<file path="config.mk">
export PLATFORM = sky130hd
export DESIGN_NAME = timed_text_console_scroller_core_flat
export DESIGN_NICKNAME = d
export VERILOG_FILES = /design/src/rtl/ttcs_pkg.sv /design/src/rtl/ttcs_if.sv /design/src/rtl/timed_text_console_scroller_core.sv /design/src/flat_wrapper.sv
export SDC_FILE = /design/constraint.sdc
export NUM_CORES = 2
export LEC_CHECK = 0
export BUFFER_PORTS_ARGS = -buffer_cell sky130_fd_sc_hd__buf_2
export CAP_MARGIN = 10
export CORE_MARGIN = 1
export CORE_UTILIZATION = 55
export DETAILED_ROUTE_END_ITERATION = 12
export PLACE_DENSITY_LB_ADDON = 0.15
export SETUP_SLACK_MARGIN = 0.02
export SYNTH_ARGS = -nofsm -noshare
export SYNTH_HDL_FRONTEND = slang
export SYNTH_SLANG_ARGS = --single-unit
</file>
<file path="constraint.sdc">
create_clock -name clk_i -period 6 [get_ports clk_i]
set_input_delay 1.2 -clock clk_i [delete_from_list [all_inputs] [get_ports clk_i]]
set_output_delay 1.2 -clock clk_i [all_outputs]
set_load 0.02 [all_outputs]
</file>
<file path="src/rtl/ttcs_pkg.sv">
// Shared widths, reset values and register indexes of the console scroller.
package ttcs_pkg;

  localparam int unsigned QUEUE_DEPTH_DEF = 256;
  localparam int unsigned MAX_LINE        = 48;

  localparam int unsigned CHAR_W   = 8;
  localparam int unsigned COL_W    = 6;
  localparam int unsigned OFFSET_W = 9;
  localparam int unsigned PITCH_W  = 8;
  localparam int unsigned TICK_W   = 32;
  localparam int unsigned CFG_IDX_W  = 2;
  localparam int unsigned CFG_DATA_W = 32;

  localparam logic [COL_W-1:0]   LINE_LENGTH_RST  = 6'd40;
  localparam logic [PITCH_W-1:0] SCROLL_PITCH_RST = 8'd8;

  typedef enum logic [CFG_IDX_W-1:0] {
    REG_LINE_LENGTH  = 2'd0,
    REG_SCROLL_PITCH = 2'd1,
    REG_PRINT_TICKS  = 2'd2,
    REG_SCROLL_TICKS = 2'd3
  } reg_idx_e;

  typedef enum logic {
    REQ_PUSH = 1'b0,
    REQ_TIME = 1'b1
  } req_type_e;

  typedef enum logic {
    KIND_CHAR   = 1'b0,
    KIND_STATUS = 1'b1
  } kind_e;

endpackage

</file>
<file path="src/rtl/ttcs_if.sv">
// Valid/ready channel interfaces for request items and result items.
interface ttcs_in_if;
  logic                           valid;
  logic                           ready;
  logic                           req_type;
  logic [ttcs_pkg::CHAR_W-1:0]    char_code;
  logic [ttcs_pkg::TICK_W-1:0]    now_ticks;

  modport source (output valid, output req_type, output char_code, output now_ticks,
                  input ready);
  modport sink   (input valid, input req_type, input char_code, input now_ticks,
                  output ready);
endinterface

interface ttcs_out_if;
  logic                                valid;
  logic                                ready;
  logic                                kind;
  logic        [ttcs_pkg::CHAR_W-1:0]   out_char;
  logic        [ttcs_pkg::COL_W-1:0]    column;
  logic signed [ttcs_pkg::OFFSET_W-1:0] offset_now;
  logic                                line_rotated;
  logic                                scroll_active;
  logic                                dropped;
  logic                                last;

  modport source (output valid, output kind, output out_char, output column,
                  output offset_now, output line_rotated, output scroll_active,
                  output dropped, output last, input ready);
  modport sink   (input valid, input kind, input out_char, input column,
                  input offset_now, input line_rotated, input scroll_active,
                  input dropped, input last, output ready);
endinterface

</file>
<file path="src/rtl/timed_text_console_scroller_core.sv">
// Top level: character queue and tick-spending sequencer of the text console.
//
//  channel  | dir | handshake    | payload
//  ---------+-----+--------------+-----------------------------------------------
//  in_i     | in  | valid/ready  | req_type, char_code, now_ticks
//  out_o    | out | valid/ready  | kind, out_char, column, offset_now,
//           |     |              | line_rotated, scroll_active, dropped, last
//  cfg      | in  | cfg_we_i     | cfg_idx_i, cfg_wdata_i
//
//  A push waits for out_o.ready to take its status result. A time update
//  is lengthened by each scrolled pixel or rotation and each printed
//  character, plus output stalls; one 32-bit subtractor is stepped by the
//  sequencer and each printed character costs one registered queue read.
//  in_i.ready is high only while the sequencer is idle and no result is held.
//  Reset (rst_ni low, asynchronous) empties the queue and clears the scroll
//  state; the queue storage itself is not cleared.
module timed_text_console_scroller_core #(
  parameter int unsigned QUEUE_DEPTH = ttcs_pkg::QUEUE_DEPTH_DEF
) (
  input  logic                                clk_i,
  input  logic                                rst_ni,
  ttcs_in_if.sink                             in_i,
  ttcs_out_if.source                          out_o,
  input  logic                                cfg_we_i,
  input  logic [ttcs_pkg::CFG_IDX_W-1:0]      cfg_idx_i,
  input  logic [ttcs_pkg::CFG_DATA_W-1:0]     cfg_wdata_i
);

  localparam int unsigned PtrW = (QUEUE_DEPTH > 1) ? $clog2(QUEUE_DEPTH) : 1;
  localparam int unsigned CntW = $clog2(QUEUE_DEPTH + 1);
  localparam int unsigned TW   = ttcs_pkg::TICK_W;
  localparam int unsigned OW   = ttcs_pkg::OFFSET_W;
  localparam int unsigned CW   = ttcs_pkg::COL_W;

  typedef enum logic [2:0] {
    S_IDLE,
    S_STEP,
    S_READ,
    S_FIN,
    S_OUT
  } state_e;

  // configuration registers
  logic [CW-1:0]                    line_length_q;
  logic [ttcs_pkg::PITCH_W-1:0]     scroll_pitch_q;
  logic [TW-1:0]                    print_ticks_q;
  logic [TW-1:0]                    scroll_ticks_q;

  // sequencer state
  state_e                 state_q;
  logic [CntW-1:0]        count_q;
  logic [PtrW-1:0]        head_q;
  logic [PtrW-1:0]        tail_q;
  logic [CW-1:0]          col_q;
  logic signed [OW-1:0]   offset_q;
  logic                   scroll_q;
  logic [TW-1:0]          saved_q;
  logic [TW-1:0]          ticks_q;
  logic [TW-1:0]          now_q;
  logic                   rot_q;
  logic                   full_q;
  logic [CW-1:0]          col_out_q;

  // result register
  logic                          out_valid_q;
  logic                          out_kind_q;
  logic [ttcs_pkg::CHAR_W-1:0]   out_char_q;
  logic [CW-1:0]                 out_col_q;
  logic signed [OW-1:0]          out_off_q;
  logic                          out_rot_q;
  logic                          out_act_q;
  logic                          out_drop_q;
  logic                          out_last_q;

  // queue storage
  logic [ttcs_pkg::CHAR_W-1:0] queue_mem [QUEUE_DEPTH];
  logic [ttcs_pkg::CHAR_W-1:0] rd_data_q;

  logic                   in_take;
  logic                   out_take;
  logic                   is_push;
  logic                   q_full;
  logic                   mem_we;
  logic                   mem_re;
  logic [TW-1:0]          sub_a;
  logic [TW-1:0]          sub_b;
  logic [TW:0]            sub_res;
  logic                   ticks_ge;
  logic [CW-1:0]          len_eff;
  logic [ttcs_pkg::PITCH_W-1:0] pitch_eff;
  logic signed [OW-1:0]   end_off;
  logic                   at_end;
  logic                   line_full;
  logic                   can_print;

  assign in_take  = in_i.valid && in_i.ready;
  assign out_take = out_o.valid && out_o.ready;
  assign is_push  = (in_i.req_type == ttcs_pkg::REQ_PUSH);
  assign q_full   = (count_q == CntW'(QUEUE_DEPTH));
  assign mem_we   = in_take && is_push && !q_full;

  // line length limited to 1..48, pitch zero acts as one
  always_comb begin
    priority if (line_length_q == '0) begin
      len_eff = CW'(1);
    end else if (line_length_q > CW'(ttcs_pkg::MAX_LINE)) begin
      len_eff = CW'(ttcs_pkg::MAX_LINE);
    end else begin
      len_eff = line_length_q;
    end
  end

  assign pitch_eff = (scroll_pitch_q == '0) ? 8'd1 : scroll_pitch_q;
  assign end_off   = $signed(OW'(1) - {1'b0, pitch_eff});
  assign at_end    = (offset_q <= end_off);
  assign line_full = ({1'b0, col_q} + 7'd1) >= {1'b0, len_eff};
  assign can_print = (count_q != '0) && ticks_ge;

  // shared subtractor: elapsed ticks, tick charge, or saved time
  always_comb begin
    unique case (state_q)
      S_IDLE: begin
        sub_a = in_i.now_ticks;
        sub_b = saved_q;
      end
      S_FIN: begin
        sub_a = now_q;
        sub_b = ticks_q;
      end
      default: begin
        sub_a = ticks_q;
        sub_b = scroll_q ? scroll_ticks_q : print_ticks_q;
      end
    endcase
  end

  assign sub_res  = {1'b0, sub_a} - {1'b0, sub_b};
  assign ticks_ge = !sub_res[TW];

  assign mem_re = (state_q == S_STEP) && !scroll_q && can_print;

  always_ff @(posedge clk_i) begin
    if (mem_we) begin
      queue_mem[tail_q] <= in_i.char_code;
    end
    if (mem_re) begin
      rd_data_q <= queue_mem[head_q];
    end
  end

  always_ff @(posedge clk_i or negedge rst_ni) begin
    if (!rst_ni) begin
      line_length_q  <= ttcs_pkg::LINE_LENGTH_RST;
      scroll_pitch_q <= ttcs_pkg::SCROLL_PITCH_RST;
      print_ticks_q  <= '0;
      scroll_ticks_q <= '0;
    end else if (cfg_we_i) begin
      unique case (ttcs_pkg::reg_idx_e'(cfg_idx_i))
        ttcs_pkg::REG_LINE_LENGTH:  line_length_q  <= cfg_wdata_i[CW-1:0];
        ttcs_pkg::REG_SCROLL_PITCH: scroll_pitch_q <= cfg_wdata_i[ttcs_pkg::PITCH_W-1:0];
        ttcs_pkg::REG_PRINT_TICKS:  print_ticks_q  <= cfg_wdata_i[TW-1:0];
        ttcs_pkg::REG_SCROLL_TICKS: scroll_ticks_q <= cfg_wdata_i[TW-1:0];
        default: ;
      endcase
    end
  end

  always_ff @(posedge clk_i or negedge rst_ni) begin
    if (!rst_ni) begin
      state_q     <= S_IDLE;
      count_q     <= '0;
      head_q      <= '0;
      tail_q      <= '0;
      col_q       <= '0;
      offset_q    <= '0;
      scroll_q    <= 1'b0;
      saved_q     <= '0;
      ticks_q     <= '0;
      now_q       <= '0;
      rot_q       <= 1'b0;
      full_q      <= 1'b0;
      col_out_q   <= '0;
      out_valid_q <= 1'b0;
      out_kind_q  <= ttcs_pkg::KIND_STATUS;
      out_char_q  <= '0;
      out_col_q   <= '0;
      out_off_q   <= '0;
      out_rot_q   <= 1'b0;
      out_act_q   <= 1'b0;
      out_drop_q  <= 1'b0;
      out_last_q  <= 1'b0;
    end else begin
      unique case (state_q)
        S_IDLE: begin
          if (in_take) begin
            if (is_push) begin
              if (!q_full) begin
                tail_q  <= (tail_q == PtrW'(QUEUE_DEPTH - 1)) ? '0 : tail_q + PtrW'(1);
                count_q <= count_q + CntW'(1);
              end
              out_valid_q <= 1'b1;
              out_kind_q  <= ttcs_pkg::KIND_STATUS;
              out_char_q  <= '0;
              out_col_q   <= '0;
              out_off_q   <= offset_q;
              out_rot_q   <= 1'b0;
              out_act_q   <= scroll_q;
              out_drop_q  <= q_full;
              out_last_q  <= 1'b1;
              state_q     <= S_OUT;
            end else begin
              ticks_q <= sub_res[TW-1:0];
              now_q   <= in_i.now_ticks;
              rot_q   <= 1'b0;
              full_q  <= 1'b0;
              state_q <= S_STEP;
            end
          end
        end
        S_STEP: begin
          if (scroll_q) begin
            priority if (!ticks_ge) begin
              state_q <= S_FIN;
            end else if (at_end) begin
              // rotate without charge, then try to print
              offset_q <= '0;
              rot_q    <= 1'b1;
              scroll_q <= 1'b0;
            end else begin
              offset_q <= offset_q - OW'(1);
              ticks_q  <= sub_res[TW-1:0];
            end
          end else if (can_print) begin
            head_q    <= (head_q == PtrW'(QUEUE_DEPTH - 1)) ? '0 : head_q + PtrW'(1);
            count_q   <= count_q - CntW'(1);
            ticks_q   <= sub_res[TW-1:0];
            col_out_q <= col_q;
            if (line_full) begin
              col_q    <= '0;
              scroll_q <= 1'b1;
              full_q   <= 1'b1;
            end else begin
              col_q    <= col_q + CW'(1);
            end
            state_q <= S_READ;
          end else begin
            state_q <= S_FIN;
          end
        end
        S_READ: begin
          out_valid_q <= 1'b1;
          out_kind_q  <= ttcs_pkg::KIND_CHAR;
          out_char_q  <= rd_data_q;
          out_col_q   <= col_out_q;
          out_off_q   <= '0;
          out_rot_q   <= 1'b0;
          out_act_q   <= 1'b0;
          out_drop_q  <= 1'b0;
          out_last_q  <= 1'b0;
          state_q     <= S_OUT;
        end
        S_FIN: begin
          // carry unspent ticks into the saved time
          saved_q     <= sub_res[TW-1:0];
          out_valid_q <= 1'b1;
          out_kind_q  <= ttcs_pkg::KIND_STATUS;
          out_char_q  <= '0;
          out_col_q   <= '0;
          out_off_q   <= offset_q;
          out_rot_q   <= rot_q;
          out_act_q   <= scroll_q;
          out_drop_q  <= 1'b0;
          out_last_q  <= 1'b1;
          state_q     <= S_OUT;
        end
        S_OUT: begin
          if (out_take) begin
            out_valid_q <= 1'b0;
            priority if (out_last_q) begin
              state_q <= S_IDLE;
            end else if (full_q) begin
              state_q <= S_FIN;
            end else begin
              state_q <= S_STEP;
            end
          end
        end
        default: state_q <= S_IDLE;
      endcase
    end
  end

  assign in_i.ready          = (state_q == S_IDLE);
  assign out_o.valid         = out_valid_q;
  assign out_o.kind          = out_kind_q;
  assign out_o.out_char      = out_char_q;
  assign out_o.column        = out_col_q;
  assign out_o.offset_now    = out_off_q;
  assign out_o.line_rotated  = out_rot_q;
  assign out_o.scroll_active = out_act_q;
  assign out_o.dropped       = out_drop_q;
  assign out_o.last          = out_last_q;

  a_no_overlap: assert property (@(posedge clk_i) disable iff (!rst_ni)
    !(in_i.ready && out_o.valid))
    else $error("input taken while a result is pending");

  a_count_bound: assert property (@(posedge clk_i) disable iff (!rst_ni)
    count_q <= CntW'(QUEUE_DEPTH))
    else $error("queue count above depth");

  a_offset_sign: assert property (@(posedge clk_i) disable iff (!rst_ni)
    offset_q <= 0)
    else $error("scroll offset positive");

  a_char_column: assert property (@(posedge clk_i) disable iff (!rst_ni)
    (out_o.valid && out_o.kind == ttcs_pkg::KIND_CHAR)
      |-> (out_o.column < CW'(ttcs_pkg::MAX_LINE) && !out_o.last))
    else $error("character item with bad column or end mark");

  a_ready_after_last: assert property (@(posedge clk_i) disable iff (!rst_ni)
    (out_take && out_o.last) |=> in_i.ready)
    else $error("not ready after final result");

endmodule

</file>
<file path="src/flat_wrapper.sv">
// flat-port wrapper written by rule: the top's interface ports become plain ports
module timed_text_console_scroller_core_flat 
#(
  parameter int unsigned QUEUE_DEPTH = ttcs_pkg::QUEUE_DEPTH_DEF
)
  (clk_i, rst_ni, cfg_we_i, cfg_idx_i, cfg_wdata_i, in_i_valid, in_i_req_type, in_i_char_code, in_i_now_ticks, in_i_ready, out_o_valid, out_o_kind, out_o_out_char, out_o_column, out_o_offset_now, out_o_line_rotated, out_o_scroll_active, out_o_dropped, out_o_last, out_o_ready);
  ttcs_in_if in_i_i ();
  ttcs_out_if out_o_i ();
  input  logic clk_i;
  input  logic rst_ni;
  input  logic cfg_we_i;
  input  logic [ttcs_pkg::CFG_IDX_W-1:0] cfg_idx_i;
  input  logic [ttcs_pkg::CFG_DATA_W-1:0] cfg_wdata_i;
  input wire logic [$bits(in_i_i.valid)-1:0] in_i_valid;
  input wire logic [$bits(in_i_i.req_type)-1:0] in_i_req_type;
  input wire logic [$bits(in_i_i.char_code)-1:0] in_i_char_code;
  input wire logic [$bits(in_i_i.now_ticks)-1:0] in_i_now_ticks;
  output wire logic [$bits(in_i_i.ready)-1:0] in_i_ready;
  output wire logic [$bits(out_o_i.valid)-1:0] out_o_valid;
  output wire logic [$bits(out_o_i.kind)-1:0] out_o_kind;
  output wire logic [$bits(out_o_i.out_char)-1:0] out_o_out_char;
  output wire logic [$bits(out_o_i.column)-1:0] out_o_column;
  output wire logic [$bits(out_o_i.offset_now)-1:0] out_o_offset_now;
  output wire logic [$bits(out_o_i.line_rotated)-1:0] out_o_line_rotated;
  output wire logic [$bits(out_o_i.scroll_active)-1:0] out_o_scroll_active;
  output wire logic [$bits(out_o_i.dropped)-1:0] out_o_dropped;
  output wire logic [$bits(out_o_i.last)-1:0] out_o_last;
  input wire logic [$bits(out_o_i.ready)-1:0] out_o_ready;
  assign in_i_i.valid = in_i_valid;
  assign in_i_i.req_type = in_i_req_type;
  assign in_i_i.char_code = in_i_char_code;
  assign in_i_i.now_ticks = in_i_now_ticks;
  assign in_i_ready = in_i_i.ready;
  assign out_o_valid = out_o_i.valid;
  assign out_o_kind = out_o_i.kind;
  assign out_o_out_char = out_o_i.out_char;
  assign out_o_column = out_o_i.column;
  assign out_o_offset_now = out_o_i.offset_now;
  assign out_o_line_rotated = out_o_i.line_rotated;
  assign out_o_scroll_active = out_o_i.scroll_active;
  assign out_o_dropped = out_o_i.dropped;
  assign out_o_last = out_o_i.last;
  assign out_o_i.ready = out_o_ready;
  timed_text_console_scroller_core #(.QUEUE_DEPTH(QUEUE_DEPTH)) u_core (.clk_i(clk_i), .rst_ni(rst_ni), .in_i(in_i_i), .out_o(out_o_i), .cfg_we_i(cfg_we_i), .cfg_idx_i(cfg_idx_i), .cfg_wdata_i(cfg_wdata_i));
endmodule
</file>
==> flow_summary.json <==
{
  "final_cell_mix": "edfxtp_1 (2056), mux4_2 (662), nor2_1 (324), dfrtp_1 (245), clkbuf_16 (227)",
  "setup_ws_ns": 0.4689,
  "tightest_slew_ns": 1.221,
  "die-area_um2": 170600,
  "rsz0062_at_grt": "no",
  "reg2reg_depth": 14,
  "cts_setup_buffers": 0,
  "yosys.cell_types.count": 69,
  "end_kind": "register",
  "fin_skew_ns": 0.04299,
  "drtAntennaViolNets": 0,
  "avgSynthCellArea_um2": 20.24,
  "hold_class": "in -> async",
  "synth_area_leaders": "edfxtp_1 (66%), mux4_2 (16%), dfrtp_1 (6.8%), mux2_2 (1.6%), nor2_1 (1.3%)",
  "cts_sinks": 2311,
  "gr-usage-all-layers_pct": 25.91,
  "crit_fanout": 27,
  "grt.overflow.total": 0,
  "power_density_nw_per_um2": 451.3,
  "rows": 150,
  "initial_core_util_pct": 55.50,
  "die_x_um": 413.0,
  "crit_path_start_kind": "register",
  "final.fill_count": 11510,
  "core_um2": 167400,
  "grt_max_degree": 153,
  "grt_pass1_vias": 45810,
  "synthFlopType": "edfxtp_1",
  "fmax_mhz": 180.8,
  "syn_area_um2": 92920,
  "post_cts_resized": 0,
  "drt-total-wl_um": 217900,
  "pin_count": 110,
  "fin_nets": 4921,
  "die_h_um": 413.0,
  "cp.required_ns": 6.72,
  "path_clk_slew_ns": 0.06,
  "drcViolationCount": 0,
  "slew_violations": 0,
  "gp_congestion": 0.8436,
  "syn_inst": 4591,
  "route.vias.total": 45830,
  "grt_pass1_wl_um": 319400,
  "first_pass_iters": 5,
  "synth_top_cell_area_share_pct": 66.44,
  "wl_per_cell_um": 30.37,
  "synth_largest_area_cell": "edfxtp_1",
  "drive_above_1_share_pct": 27.75,
  "max_cap_viol_count": 0,
  "ys_seq_elements": 2311,
  "final-setup-viol-count": 0,
  "holdBufCountCts": 0,
  "avgViaCountPerCell": 6.389,
  "fin_crit_ns": 5.531,
  "ys_async_sr_fraction_pct": 11.03,
  "synth_edf_count": 2056,
  "syn_to_final_growth_pct": 11.76,
  "cts_max_level": 4,
  "io_buffers": 109,
  "cts_tree": "done",
  "path_class": "reg -> reg",
  "arrival_ns": 6.25,
  "drtIter0Drc": 4997,
  "clockBufferDepth": 3,
  "final_common_cell": "edfxtp_1",
  "utilization_pct": 62.03,
  "cts-buffers-inserted": 224,
  "outcome": "complete, no violations",
  "ys_warn_count": 0,
  "dp_hpwl_um": 130700,
  "dpl_cell_area_um2": 96410,
  "finalCritPeriodShare_pct": 92.19,
  "max_slew_margin_pct": 18.32,
  "hold_ws_ns": 0.3780,
  "hold_viol": 0,
  "antenna_found_initial": 3,
  "cts_root_buf": "clkbuf_16",
  "synth_fp_nets": 4735,
  "diodes": 0,
  "ys_seq_area_share_pct": 73.32,
  "finalInstanceArea_um2": 103800,
  "fin_tns_setup_ns": 0,
  "clk_latency_ns": 0.86,
  "place_ws_ns": 0.5798,
  "leakage_nw": 33.64,
  "ir_drop_mv": 0.3253
}
cell usage after synthesis, types with 6 or more instances:
library cell	n
edfxtp_1	2056
mux4_2	662
nor2_1	325
dfrtp_1	251
nand2_1	165
clkbuf_1	154
mux2_2	131
o21ai_0	100
mux2i_1	67
buf_2	64
ha_1	62
a21oi_1	57
inv_1	55
a22oi_1	42
nand3_1	37
a221oi_1	33
xnor2_1	30
buf_1	27
a21o_1	25
and3_1	25
xor2_1	22
a22o_1	20
nor3_1	18
nor2b_1	15
nand2b_1	14
o31ai_1	13
a211oi_1	9
mux2_4	8
o21a_1	8
or2_2	7
a31oi_1	6
nand4_1	6
nor4_1	6
registers in the layout (all words and copies together), names as in the netlist, 8 cells and up:
| name | count |
|---|---|
| u_core.out_o.out_char | 8 |
| u_core.rd_data_q | 8 |
| u_core.offset_q | 9 |
| u_core.ticks_q | 32 |
| u_core.saved_q | 32 |
| u_core.count_q | 9 |
| u_core.queue_mem | 2048 |
| u_core.now_q | 32 |
| u_core.out_o.offset_now | 9 |
| u_core.head_q | 8 |
| u_core.scroll_ticks_q | 32 |
| u_core.print_ticks_q | 32 |
| u_core.tail_q | 8 |
| u_core.scroll_pitch_q | 8 |
critical path: stages, from the launching register on:
cell and delay (ns):
dfrtp_1 0.48, nor2b_1 0.45, nand2_1 0.17, nand2b_2 0.43, buf_4 0.39, o21ai_0 0.15
ha_1 0.34, and2b_1 0.19, o2111ai_1 0.31, a2111oi_1 0.15, nor3_1 0.70, nor3_1 0.19
o211ai_2 0.67, inv_1 0.46, a22o_1 0.31
kinds of logic (layout without fill, tap and decap cells):
kind of cell / count (synthesis) / in the layout / synth area share (%)
simple gates: 638 / 638 / 2.923
mux: 868 / 868 / 18.48
compound gates: 351 / 351 / 2.540
fa+ha+maj: 64 / 64 / 0.8780
buf+inv: 307 / 685 / 1.367
xor+xnor: 52 / 52 / 0.4901
flops: 2311 / 2311 / 73.32
report_power, final:
part / internal, mW / switching [mW] / total (mW) / leakage, nW
Sequential: 18.2 / 0.677 / 18.9 / 21.5
Clock: 8.14 / 6.06 / 14.2 / 3.62
Combinational: 6.24 / 7.56 / 13.8 / 8.51
final cells by class:
class / count / area [um^2] / area share [%]
Timing Repair Buffer: 211 / 1692 / 1.629
Sequential cell: 2311 / 68140 / 65.62
Clock buffer: 278 / 5962 / 5.741
Clock inverter: 140 / 1473 / 1.418
Inverter: 56 / 210.2 / 0.2024
Tap cell: 2204 / 2758 / 2.656
Multi-Input combinational cell: 1973 / 23600 / 22.73
per-layer routing:
layer	up-vias	global-route usage, %	wire length [um]
met2	1795	40.40	105200
met3	296	4.362	14660
met5	-	0	13
li1	19240	-	-
met4	2	7.011	5750
met1	24490	38.36	92220
path summary, 6_finish.rpt:
kind,startpoint,endpoint,slack (ns)
worst max-delay path,u_core.state_q[2],u_core.full_q,0.47
worst min-delay path,rst_ni,u_core.now_q[30],0.38
worst max register to register,u_core.state_q[2],u_core.full_q,0.47
worst min register to register,u_core.out_o.kind,u_core.out_o.kind,0.46
max in group asynchronous,rst_ni,u_core.scroll_pitch_q[4],4.34
min in group clk_i,u_core.out_o.kind,u_core.out_o.kind,0.46
per-stage QoR:
| stage | instances | total power, mW |
|---|---|---|
| 2_1_floorplan | 4591 | 28.71 |
| 3_3_place_gp | 6755 | 32.87 |
| 3_5_place_dp | 6755 | 33.02 |
| 4_1_cts | 7173 | 47.14 |
| 5_1_grt | 7173 | 48.65 |
| 6_report | 7173 | 46.86 |
No activity file was read; power rests on OpenSTA's default activity.
